### src/rtl/cwt_pkg.sv
// Shared types, character codes and scan helpers for the C word tokenizer.
// No dependencies; the files that use it refer to this package by scoped names.
package cwt_pkg;

    localparam int unsigned QUEUE_DEPTH = 4;
    localparam int unsigned QPTR_W      = $clog2(QUEUE_DEPTH);
    localparam int unsigned QCNT_W      = $clog2(QUEUE_DEPTH + 1);

    localparam logic [7:0] LIMIT_RESET = 8'd99;

    localparam logic [7:0] CH_NL    = 8'h0A;
    localparam logic [7:0] CH_QUOTE = 8'h22;
    localparam logic [7:0] CH_HASH  = 8'h23;
    localparam logic [7:0] CH_STAR  = 8'h2A;
    localparam logic [7:0] CH_SLASH = 8'h2F;
    localparam logic [7:0] CH_UNDER = 8'h5F;

    localparam logic [1:0] KIND_WORD   = 2'd0;
    localparam logic [1:0] KIND_SINGLE = 2'd1;
    localparam logic [1:0] KIND_EOI    = 2'd2;

    typedef enum logic [2:0] {
        M_NORMAL = 3'd0,
        M_WORD   = 3'd1,
        M_STRING = 3'd2,
        M_LINE   = 3'd3,
        M_BLOCK  = 3'd4,
        M_BSTAR  = 3'd5,
        M_SLASH  = 3'd6
    } t_mode;

    typedef struct packed {
        logic [7:0] token_char;
        logic [1:0] token_kind;
        logic       last;
    } t_tok;

    typedef struct packed {
        t_mode      mode;
        logic [7:0] held_char;
        logic       held_valid;
        logic [7:0] word_len;
    } t_scan;

    typedef struct packed {
        t_scan st;
        logic  emit;
        t_tok  tok;
    } t_fresh;

    // Step results handed to the output queue
    typedef struct packed {
        logic [1:0] count;
        t_tok       res0;
        t_tok       res1;
    } t_push;

    localparam t_scan SCAN_RESET = '{mode: M_NORMAL, held_char: 8'd0,
                                     held_valid: 1'b0, word_len: 8'd0};

    function automatic logic is_alpha(input logic [7:0] c);
        return (c >= 8'h61 && c <= 8'h7A) || (c >= 8'h41 && c <= 8'h5A);
    endfunction

    function automatic logic is_space(input logic [7:0] c);
        return c == 8'h20 || (c >= 8'd9 && c <= 8'd13);
    endfunction

    function automatic logic word_start(input logic [7:0] c);
        return is_alpha(c) || c == CH_HASH || c == CH_UNDER;
    endfunction

    function automatic logic word_more(input logic [7:0] c);
        return is_alpha(c) || (c >= 8'h30 && c <= 8'h39) || c == CH_UNDER;
    endfunction

    // Scan one character from normal mode
    function automatic t_fresh scan_fresh(input logic [7:0] c, input logic [7:0] eff,
                                          input t_scan st);
        t_fresh f;
        f.st      = st;
        f.st.mode = M_NORMAL;
        f.emit    = 1'b0;
        f.tok     = '0;
        if (is_space(c)) begin
            f.emit = 1'b0;
        end else if (c == CH_QUOTE) begin
            f.st.mode = M_STRING;
        end else if (c == CH_SLASH) begin
            f.st.mode = M_SLASH;
        end else if (word_start(c)) begin
            if (eff <= 8'd1) begin
                f.st   = SCAN_RESET;
                f.emit = 1'b1;
                f.tok  = '{token_char: c, token_kind: KIND_WORD, last: 1'b1};
            end else begin
                f.st.mode       = M_WORD;
                f.st.held_char  = c;
                f.st.held_valid = 1'b1;
                f.st.word_len   = 8'd1;
            end
        end else begin
            f.emit = 1'b1;
            f.tok  = '{token_char: c, token_kind: KIND_SINGLE, last: 1'b1};
        end
        return f;
    endfunction

endpackage

### src/rtl/cwt_in_if.sv
// Input character channel: valid/ready handshake with one source byte per beat.
// Stand-alone; no package dependency.
interface cwt_in_if;
    logic       valid;
    logic       ready;
    logic [7:0] char_in;
    logic       end_of_input;

    modport source (output valid, output char_in, output end_of_input, input ready);
    modport sink   (input valid, input char_in, input end_of_input, output ready);
endinterface

### src/rtl/cwt_out_if.sv
// Token output channel: valid/ready handshake with one token character per beat.
// Stand-alone; no package dependency.
interface cwt_out_if;
    logic       valid;
    logic       ready;
    logic [7:0] token_char;
    logic [1:0] token_kind;
    logic       last;

    modport source (output valid, output token_char, output token_kind, output last,
                    input ready);
    modport sink   (input valid, input token_char, input token_kind, input last,
                    output ready);
endinterface

### src/rtl/cwt_step.sv
// Scan step: next scan state and up to two token beats for one character.
// Depends on cwt_pkg.
module cwt_step (
    input  cwt_pkg::t_scan i_scan,
    input  logic [7:0]     i_limit,
    input  logic [7:0]     i_char,
    input  logic           i_eoi,
    output cwt_pkg::t_scan o_scan,
    output cwt_pkg::t_push o_push
);

    logic [7:0]      eff;
    logic [7:0]      len_inc;
    cwt_pkg::t_fresh fr;
    cwt_pkg::t_tok   slash_tok;

    assign eff       = (i_limit == 8'd0) ? 8'd1 : i_limit;
    assign len_inc   = i_scan.word_len + 8'd1;
    assign slash_tok = '{token_char: cwt_pkg::CH_SLASH, token_kind: cwt_pkg::KIND_SINGLE,
                         last: 1'b1};

    always_comb begin
        o_scan = i_scan;
        o_push = '0;
        fr     = '0;
        if (i_eoi) begin
            // flush a pending word character or slash, then the marker
            if (i_scan.mode == cwt_pkg::M_WORD && i_scan.held_valid) begin
                o_push.res0  = '{token_char: i_scan.held_char,
                                 token_kind: cwt_pkg::KIND_WORD, last: 1'b1};
                o_push.count = 2'd1;
            end else if (i_scan.mode == cwt_pkg::M_SLASH) begin
                o_push.res0  = slash_tok;
                o_push.count = 2'd1;
            end
            if (o_push.count == 2'd0) begin
                o_push.res0 = '{token_char: 8'd0, token_kind: cwt_pkg::KIND_EOI,
                                last: 1'b1};
            end else begin
                o_push.res1 = '{token_char: 8'd0, token_kind: cwt_pkg::KIND_EOI,
                                last: 1'b1};
            end
            o_push.count = o_push.count + 2'd1;
            o_scan       = cwt_pkg::SCAN_RESET;
        end else begin
            case (i_scan.mode)
                cwt_pkg::M_WORD: begin
                    if (i_scan.held_valid && cwt_pkg::word_more(i_char)) begin
                        o_push.res0  = '{token_char: i_scan.held_char,
                                         token_kind: cwt_pkg::KIND_WORD, last: 1'b0};
                        o_push.count = 2'd1;
                        if (len_inc >= eff) begin
                            // cut the word here
                            o_push.res1  = '{token_char: i_char,
                                             token_kind: cwt_pkg::KIND_WORD, last: 1'b1};
                            o_push.count = 2'd2;
                            o_scan       = cwt_pkg::SCAN_RESET;
                        end else begin
                            o_scan.held_char = i_char;
                            o_scan.word_len  = len_inc;
                        end
                    end else begin
                        if (i_scan.held_valid) begin
                            o_push.res0  = '{token_char: i_scan.held_char,
                                             token_kind: cwt_pkg::KIND_WORD, last: 1'b1};
                            o_push.count = 2'd1;
                        end
                        fr     = cwt_pkg::scan_fresh(i_char, eff, cwt_pkg::SCAN_RESET);
                        o_scan = fr.st;
                        if (fr.emit) begin
                            if (o_push.count == 2'd0) begin
                                o_push.res0 = fr.tok;
                            end else begin
                                o_push.res1 = fr.tok;
                            end
                            o_push.count = o_push.count + 2'd1;
                        end
                    end
                end
                cwt_pkg::M_STRING: begin
                    if (i_char == cwt_pkg::CH_QUOTE || i_char == cwt_pkg::CH_NL) begin
                        o_scan.mode = cwt_pkg::M_NORMAL;
                    end
                end
                cwt_pkg::M_LINE: begin
                    if (i_char == cwt_pkg::CH_NL) begin
                        o_scan.mode = cwt_pkg::M_NORMAL;
                    end
                end
                cwt_pkg::M_BLOCK: begin
                    if (i_char == cwt_pkg::CH_STAR) begin
                        o_scan.mode = cwt_pkg::M_BSTAR;
                    end
                end
                cwt_pkg::M_BSTAR: begin
                    if (i_char == cwt_pkg::CH_SLASH) begin
                        o_scan.mode = cwt_pkg::M_NORMAL;
                    end else if (i_char != cwt_pkg::CH_STAR) begin
                        o_scan.mode = cwt_pkg::M_BLOCK;
                    end
                end
                cwt_pkg::M_SLASH: begin
                    if (i_char == cwt_pkg::CH_SLASH) begin
                        o_scan.mode = cwt_pkg::M_LINE;
                    end else if (i_char == cwt_pkg::CH_STAR) begin
                        o_scan.mode = cwt_pkg::M_BLOCK;
                    end else begin
                        // lone slash: emit it, then scan this character afresh
                        o_push.res0  = slash_tok;
                        o_push.count = 2'd1;
                        fr           = cwt_pkg::scan_fresh(i_char, eff, i_scan);
                        o_scan       = fr.st;
                        if (fr.emit) begin
                            o_push.res1  = fr.tok;
                            o_push.count = 2'd2;
                        end
                    end
                end
                default: begin
                    fr     = cwt_pkg::scan_fresh(i_char, eff, cwt_pkg::SCAN_RESET);
                    o_scan = fr.st;
                    if (fr.emit) begin
                        o_push.res0  = fr.tok;
                        o_push.count = 2'd1;
                    end
                end
            endcase
        end
    end

endmodule

### src/rtl/cwt_outq.sv
// Output queue: four-entry register FIFO taking up to two token beats per cycle.
// Depends on cwt_pkg and cwt_out_if.
module cwt_outq (
    input  logic           i_clk,
    input  logic           i_rst_n,
    input  cwt_pkg::t_push i_push,
    output logic           o_room,
    cwt_out_if.source      o_out
);

    cwt_pkg::t_tok                 r_mem [cwt_pkg::QUEUE_DEPTH];
    logic [cwt_pkg::QPTR_W-1:0]    r_wr;
    logic [cwt_pkg::QPTR_W-1:0]    r_rd;
    logic [cwt_pkg::QCNT_W-1:0]    r_count;
    logic [cwt_pkg::QCNT_W-1:0]    n_count;
    logic [cwt_pkg::QPTR_W-1:0]    wr_next;
    logic                          pop;
    cwt_pkg::t_tok                 head;

    assign pop     = o_out.valid && o_out.ready;
    assign wr_next = r_wr + cwt_pkg::QPTR_W'(1);
    assign o_room  = r_count <= cwt_pkg::QCNT_W'(cwt_pkg::QUEUE_DEPTH - 2);
    assign n_count = r_count + cwt_pkg::QCNT_W'(i_push.count)
                   - (pop ? cwt_pkg::QCNT_W'(1) : cwt_pkg::QCNT_W'(0));

    assign head             = r_mem[r_rd];
    assign o_out.valid      = r_count != '0;
    assign o_out.token_char = head.token_char;
    assign o_out.token_kind = head.token_kind;
    assign o_out.last       = head.last;

    always_ff @(posedge i_clk) begin
        if (!i_rst_n) begin
            r_wr    <= '0;
            r_rd    <= '0;
            r_count <= '0;
        end else begin
            r_wr    <= r_wr + cwt_pkg::QPTR_W'(i_push.count);
            r_rd    <= pop ? r_rd + cwt_pkg::QPTR_W'(1) : r_rd;
            r_count <= n_count;
        end
    end

    always_ff @(posedge i_clk) begin
        if (i_push.count != 2'd0) begin
            r_mem[r_wr] <= i_push.res0;
        end
        if (i_push.count == 2'd2) begin
            r_mem[wr_next] <= i_push.res1;
        end
    end

    a_count_bound: assert property (@(posedge i_clk) disable iff (!i_rst_n)
        r_count <= cwt_pkg::QCNT_W'(cwt_pkg::QUEUE_DEPTH))
        else $error("output queue overfilled");

    a_push_fits: assert property (@(posedge i_clk) disable iff (!i_rst_n)
        (i_push.count == 2'd2) |-> o_room)
        else $error("double push without room");

    a_push_bounded: assert property (@(posedge i_clk) disable iff (!i_rst_n)
        i_push.count != 2'd3)
        else $error("more than two beats pushed");

    a_ptr_gap: assert property (@(posedge i_clk) disable iff (!i_rst_n)
        (r_count != cwt_pkg::QCNT_W'(cwt_pkg::QUEUE_DEPTH))
        |-> (r_wr - r_rd) == r_count[cwt_pkg::QPTR_W-1:0])
        else $error("queue pointers disagree with count");

endmodule

### src/rtl/c_word_tokenizer.sv
// C word tokenizer: splits a byte stream of C-like text into token beats.
// Channels: i_in takes one source character (or an end-of-input flag) per beat;
// o_out gives one token character per beat with its kind and a last flag.
// A word character is held back one character so its last flag is known;
// strings, comments and whitespace give no beats.
// An accepted character is held in the input register and scanned from there;
// its beats are written into the output queue, which drives o_out.
// Throughput: one character per cycle while the queue holds two beats or fewer.
// The queue drains one beat per cycle while o_out is ready, so a run of characters
// that each yield two beats (word cut, lone slash followed by a token,
// end-of-input flush) fills it, and the scan register then holds until it drains.
// The user must write the word limit via i_cfg_wr_en/i_cfg_wr_data while idle
// (not enforced). Reset (synchronous, active low) sets the limit to 99, returns to
// normal scanning and empties the queue. When o_out stalls, the queue takes beats
// until it holds three or four, then the scan register holds and i_in.ready drops.
// Depends on cwt_pkg, cwt_in_if, cwt_out_if, cwt_step and cwt_outq.
module c_word_tokenizer (
    input  logic       i_clk,
    input  logic       i_rst_n,
    input  logic       i_cfg_wr_en,
    input  logic [7:0] i_cfg_wr_data,
    cwt_in_if.sink     i_in,
    cwt_out_if.source  o_out
);

    logic           r_in_vld;
    logic [7:0]     r_in_char;
    logic           r_in_eoi;
    logic [7:0]     r_word_limit;
    cwt_pkg::t_scan r_scan;
    cwt_pkg::t_scan n_scan;
    cwt_pkg::t_push step_push;
    cwt_pkg::t_push q_push;
    logic           room;
    logic           fire;

    assign fire       = r_in_vld && room;
    assign i_in.ready = !r_in_vld || fire;

    always_comb begin
        q_push = step_push;
        if (!fire) begin
            q_push.count = 2'd0;
        end
    end

    always_ff @(posedge i_clk) begin
        if (!i_rst_n) begin
            r_in_vld     <= 1'b0;
            r_word_limit <= cwt_pkg::LIMIT_RESET;
            r_scan       <= cwt_pkg::SCAN_RESET;
        end else begin
            if (i_in.ready) begin
                r_in_vld <= i_in.valid;
            end
            if (i_cfg_wr_en) begin
                r_word_limit <= i_cfg_wr_data;
            end
            if (fire) begin
                r_scan <= n_scan;
            end
        end
    end

    // capture a beat whenever the input register frees up
    always_ff @(posedge i_clk) begin
        if (i_in.ready && i_in.valid) begin
            r_in_char <= i_in.char_in;
            r_in_eoi  <= i_in.end_of_input;
        end
    end

    cwt_step u_step (
        .i_scan  (r_scan),
        .i_limit (r_word_limit),
        .i_char  (r_in_char),
        .i_eoi   (r_in_eoi),
        .o_scan  (n_scan),
        .o_push  (step_push)
    );

    cwt_outq u_outq (
        .i_clk   (i_clk),
        .i_rst_n (i_rst_n),
        .i_push  (q_push),
        .o_room  (room),
        .o_out   (o_out)
    );

    a_word_held: assert property (@(posedge i_clk) disable iff (!i_rst_n)
        (r_scan.mode == cwt_pkg::M_WORD) |-> r_scan.held_valid)
        else $error("word mode without a held character");

    a_eoi_clears: assert property (@(posedge i_clk) disable iff (!i_rst_n)
        (fire && r_in_eoi) |=> (r_scan == cwt_pkg::SCAN_RESET))
        else $error("end of input left scan state behind");

    a_stall_holds: assert property (@(posedge i_clk) disable iff (!i_rst_n)
        (r_in_vld && !room) |=> (r_in_vld && $stable(r_in_char) && $stable(r_scan)))
        else $error("scan register moved while queue full");

endmodule
### src/flat_wrapper.sv
// flat-port wrapper written by rule: the top's interface ports become plain ports
module c_word_tokenizer_flat 
  (i_clk, i_rst_n, i_cfg_wr_en, i_cfg_wr_data, i_in_valid, i_in_char_in, i_in_end_of_input, i_in_ready, o_out_valid, o_out_token_char, o_out_token_kind, o_out_last, o_out_ready);
  cwt_in_if i_in_i ();
  cwt_out_if o_out_i ();
  input  logic i_clk;
  input  logic i_rst_n;
  input  logic i_cfg_wr_en;
  input  logic [7:0] i_cfg_wr_data;
  input wire logic [$bits(i_in_i.valid)-1:0] i_in_valid;
  input wire logic [$bits(i_in_i.char_in)-1:0] i_in_char_in;
  input wire logic [$bits(i_in_i.end_of_input)-1:0] i_in_end_of_input;
  output wire logic [$bits(i_in_i.ready)-1:0] i_in_ready;
  output wire logic [$bits(o_out_i.valid)-1:0] o_out_valid;
  output wire logic [$bits(o_out_i.token_char)-1:0] o_out_token_char;
  output wire logic [$bits(o_out_i.token_kind)-1:0] o_out_token_kind;
  output wire logic [$bits(o_out_i.last)-1:0] o_out_last;
  input wire logic [$bits(o_out_i.ready)-1:0] o_out_ready;
  assign i_in_i.valid = i_in_valid;
  assign i_in_i.char_in = i_in_char_in;
  assign i_in_i.end_of_input = i_in_end_of_input;
  assign i_in_ready = i_in_i.ready;
  assign o_out_valid = o_out_i.valid;
  assign o_out_token_char = o_out_i.token_char;
  assign o_out_token_kind = o_out_i.token_kind;
  assign o_out_last = o_out_i.last;
  assign o_out_i.ready = o_out_ready;
  c_word_tokenizer u_core (.i_clk(i_clk), .i_rst_n(i_rst_n), .i_cfg_wr_en(i_cfg_wr_en), .i_cfg_wr_data(i_cfg_wr_data), .i_in(i_in_i), .o_out(o_out_i));
endmodule
### config.mk
export PLATFORM = sky130hd
export DESIGN_NAME = c_word_tokenizer_flat
export DESIGN_NICKNAME = d
export VERILOG_FILES = /design/src/rtl/cwt_pkg.sv /design/src/rtl/cwt_in_if.sv /design/src/rtl/cwt_out_if.sv /design/src/rtl/cwt_step.sv /design/src/rtl/cwt_outq.sv /design/src/rtl/c_word_tokenizer.sv /design/src/flat_wrapper.sv
export SDC_FILE = /design/constraint.sdc
export NUM_CORES = 1
export LEC_CHECK = 0
export BUFFER_PORTS_ARGS = -buffer_cell sky130_fd_sc_hd__buf_2
export CAP_MARGIN = 0
export CELL_PAD_IN_SITES_DETAIL_PLACEMENT = 2
export CELL_PAD_IN_SITES_GLOBAL_PLACEMENT = 2
export CORE_ASPECT_RATIO = 0.7
export CORE_MARGIN = 1.5
export CORE_UTILIZATION = 35
export CTS_BUF_LIST = sky130_fd_sc_hd__clkbuf_4
export DETAILED_ROUTE_END_ITERATION = 12
export GPL_ROUTABILITY_DRIVEN = 0
export PLACE_DENSITY_LB_ADDON = 0.2
export SLEW_MARGIN = 20
export SYNTH_ARGS = -nofsm -noshare
export SYNTH_HDL_FRONTEND = slang
export SYNTH_SLANG_ARGS = --single-unit
### constraint.sdc
create_clock -name i_clk -period 6.6 [get_ports i_clk]
set_input_delay 1.32 -clock i_clk [delete_from_list [all_inputs] [get_ports i_clk]]
set_output_delay 1.32 -clock i_clk [all_outputs]
set_load 0.01 [all_outputs]
==> results.md <==
* Final ANT Viol Nets at 0
* Critical path endpoint: u_core.u_outq.r_mem[2][4]
* Kind of critical path: reg2reg
* Largest net degree at the start of global routing at 34
* Hold Crit Class: reg2reg
* Initial Util at 0.364
* First-pass GRT wire length at 23300 um
* Min Tclk post-route at approximately 4.4 ns
* MaxCap Viol Count at 0
* Overall routing resource usage at 0.197
* Fmax at 226 MHz
* Arr. time, crit path at 4.53 ns
* Clock sinks at 91
* RSZ-0062 raised after global routing: false
* Reg2reg path depth at 12
* 1st-pass router iterations at 4
* Top cell type's share of synthesized area at 0.309
* Slack of the critical path at 2.17 ns
* Final net count at between 500 and 600
* Post-Syn Nets at 501
* Setup Viol. Count Final at 0
* Final hold slack at 0.499 ns
* Cell Area, Synth at 0.00515 mm2
* Die area at 0.0155 mm2
* Root Driver: clkbuf_4
* Number of synthesized flops with an enable pin at 53
* Worst IR drop on VDD at 0.0786 mV
* Worst R2R End: u_core.u_outq.r_mem[2][4]
* Max Slew Vio Count at 0
* Share of layout cells above drive strength 1 at 0.179
* Routed WL at about 14000 um
* Port-buffer cells at 34
* Syn Inst Count at 464
* Initial antenna violation count at 0
* Worst Setup End Kind: flop
* Most common cell after layout, fill and taps aside: edfxtp_1
* N_diodes at 0
* Crit-path max FO at 12
* Row count at 36
* Boundary Pins at 35
* Top cells by area, synth: edfxtp_1, dfxtp_1, mux2i_1
* Via count at 3734
* Post-synth top area cell: edfxtp_1
* Critical Path RT at between 6 and 7 ns
* Most frequent cells in the layout: edfxtp_1, dfxtp_1, mux2i_1
* Fin crit share at 0.672
* Clk Latency, worst-skew pair at approximately 0.46 ns
* CTS clk-pin slew, worst paths at 0.15 ns
* Worst-Margin Slew at 1.01 ns
* Setup crit start kind: flop
* Clock Path Buffers at 2
* Post-DP Area at roughly 0.0055 mm2
* Yosys reg bits at 91
* Relative slew margins at 0.323
* Total grt overflow at 0
* Crit path from: u_core.r_scan[0]
* Hold buffers post-CTS at 0
* Layout Area Growth over Synthesis at 8.35%
* Post-DR wirelength/cell at approximately 21 um
* Pwr Density at 246 mW/mm2
* Htree depth at 3
* Final Instance Area at 0.00559 mm2
* R2R setup slack at 2.17 ns
* Asr flop ratio synth at 0
* Post_cts resized at 0
* Core ar. at 0.0141 mm2
* Post-synthesis sequential area ratio at 0.456
* Die height at 105 um
* Vias per cell at 5.48
* Number of DRC markers in iteration 0 at 216
* Synth warnings at 0
* Die width at roughly 150 um
* Setup Buffers After CTS at 0
* Lkg Pwr at 1.99 nW
* Status: finished clean
* Setup TNS at 0 ns
* Vias in the first global route at 4034
* Skew final at 0.0314 ns
* Final HPWL DP at 10700 um
* Setup WS pre-CTS at 2.12 ns
* Synth cell types at just under 70
* Worst r2r src: u_core.r_scan[0]
* Filler Cell Count at 1533
* Final Hold Fails at 0
* CTS tree: yes
* Cts bufs inserted at 9
* DR DRC count at 0
* Mapped Avg Cell Area at 11.1 um2
* Post-synth top flop: edfxtp_1
-- kinds of logic (layout without fill, tap and decap cells) --
group	Yosys count	after routing	synth area share
simple gates	152	152	0.165
compound gates	93	93	0.142
flops	91	91	0.456
mux	55	55	0.137
buf+inv	45	73	0.0403
fa+ha+maj	15	15	0.0379
xor+xnor	13	13	0.0221
-- registers in the layout (all words and copies together), names as in the netlist, named ones only --
signal and count:
u_core.u_outq.r_mem 44, u_core.r_scan 20, u_core.r_in_char 8, u_core.r_word_limit 8, u_core.u_outq.r_count 3, u_core.u_outq.r_rd 2, u_core.u_outq.r_wr 2, u_core.r_in_eoi 1
u_core.r_in_vld 1
-- layout make-up --
| class | count | area (um2) | share of cell area |
|---|---|---|---|
| Timing Repair Buffer | 38 | 200 | 0.0358 |
| Clock buffer | 10 | 75.1 | 0.0134 |
| Clock inverter | 6 | 47.5 | 0.00851 |
| Sequential cell | 91 | 2350 | 0.421 |
| Tap cell | 190 | 238 | 0.0426 |
| Inverter | 19 | 71.3 | 0.0128 |
| Multi-Input combinational cell | 328 | 2600 | 0.466 |
-- cells in the mapped netlist (11+ instances only) --
cell type	count
dfxtp_1	38
ha_1	14
mux2i_1	35
o21ai_0	15
and2_1	16
mux4_2	11
nand2_1	32
nor2_1	30
edfxtp_1	53
nor2b_1	12
clkbuf_1	13
inv_1	18
-- per-layer routing --
layer  wire length (um)  vias to the layer above  global-route usage
li1                   -                     1778                   -
met1               7280                     1908               0.290
met2               6570                       43               0.305
met3                377                        5              0.0319
met4                 78                        0              0.0361
met5                  0                        -                   0
-- how the worst min path moves through the flow --
stage	start	end	slack, ns	cells after the start
global route	u_core.r_scan[16]	u_core.r_scan[16]	0.53	1
global placement	u_core.r_scan[12]	u_core.r_scan[12]	0.46	1
CTS	u_core.r_scan[16]	u_core.r_scan[16]	0.50	1
finish	u_core.r_scan[16]	u_core.r_scan[16]	0.50	1
floorplan	u_core.r_word_limit[0]	u_core.r_word_limit[0]	0.43	2
detailed placement	u_core.r_scan[16]	u_core.r_scan[16]	0.47	1
-- power by group --
group / internal [mW] / switching [mW] / leakage [nW]
Combinational: 0.161 / 0.180 / 1.12
Sequential: 0.669 / 0.0682 / 0.803
Clock: 0.0863 / 0.208 / 0.0658
Total: 0.916 / 0.456 / 1.99
-- critical path: stages, from the launching register on --
cell and delay [ns]:
dfxtp_1 0.43, and3_1 0.26, and3_1 0.27, nand3_1 0.13, xnor2_1 0.17, ha_1 0.30
nand4_1 0.11, nor3_1 0.37, o211ai_1 0.25, o21ai_4 0.15, o21ai_4 0.16, nor4_4 0.84
a31o_1 0.62
-- metrics by stage --
| step | cells | utilization | total power [mW] |
|---|---|---|---|
| 6_report | 682 | 0.395 | 1.37 |
| 5_1_grt | 682 | 0.395 | 1.45 |
| 4_1_cts | 682 | 0.394 | 1.40 |
| 3_5_place_dp | 666 | 0.386 | 1.10 |
| 3_3_place_gp | 666 | 0.386 | 1.07 |
| 2_1_floorplan | 464 | - | 0.971 |
Power figures use the tool's default switching activity.
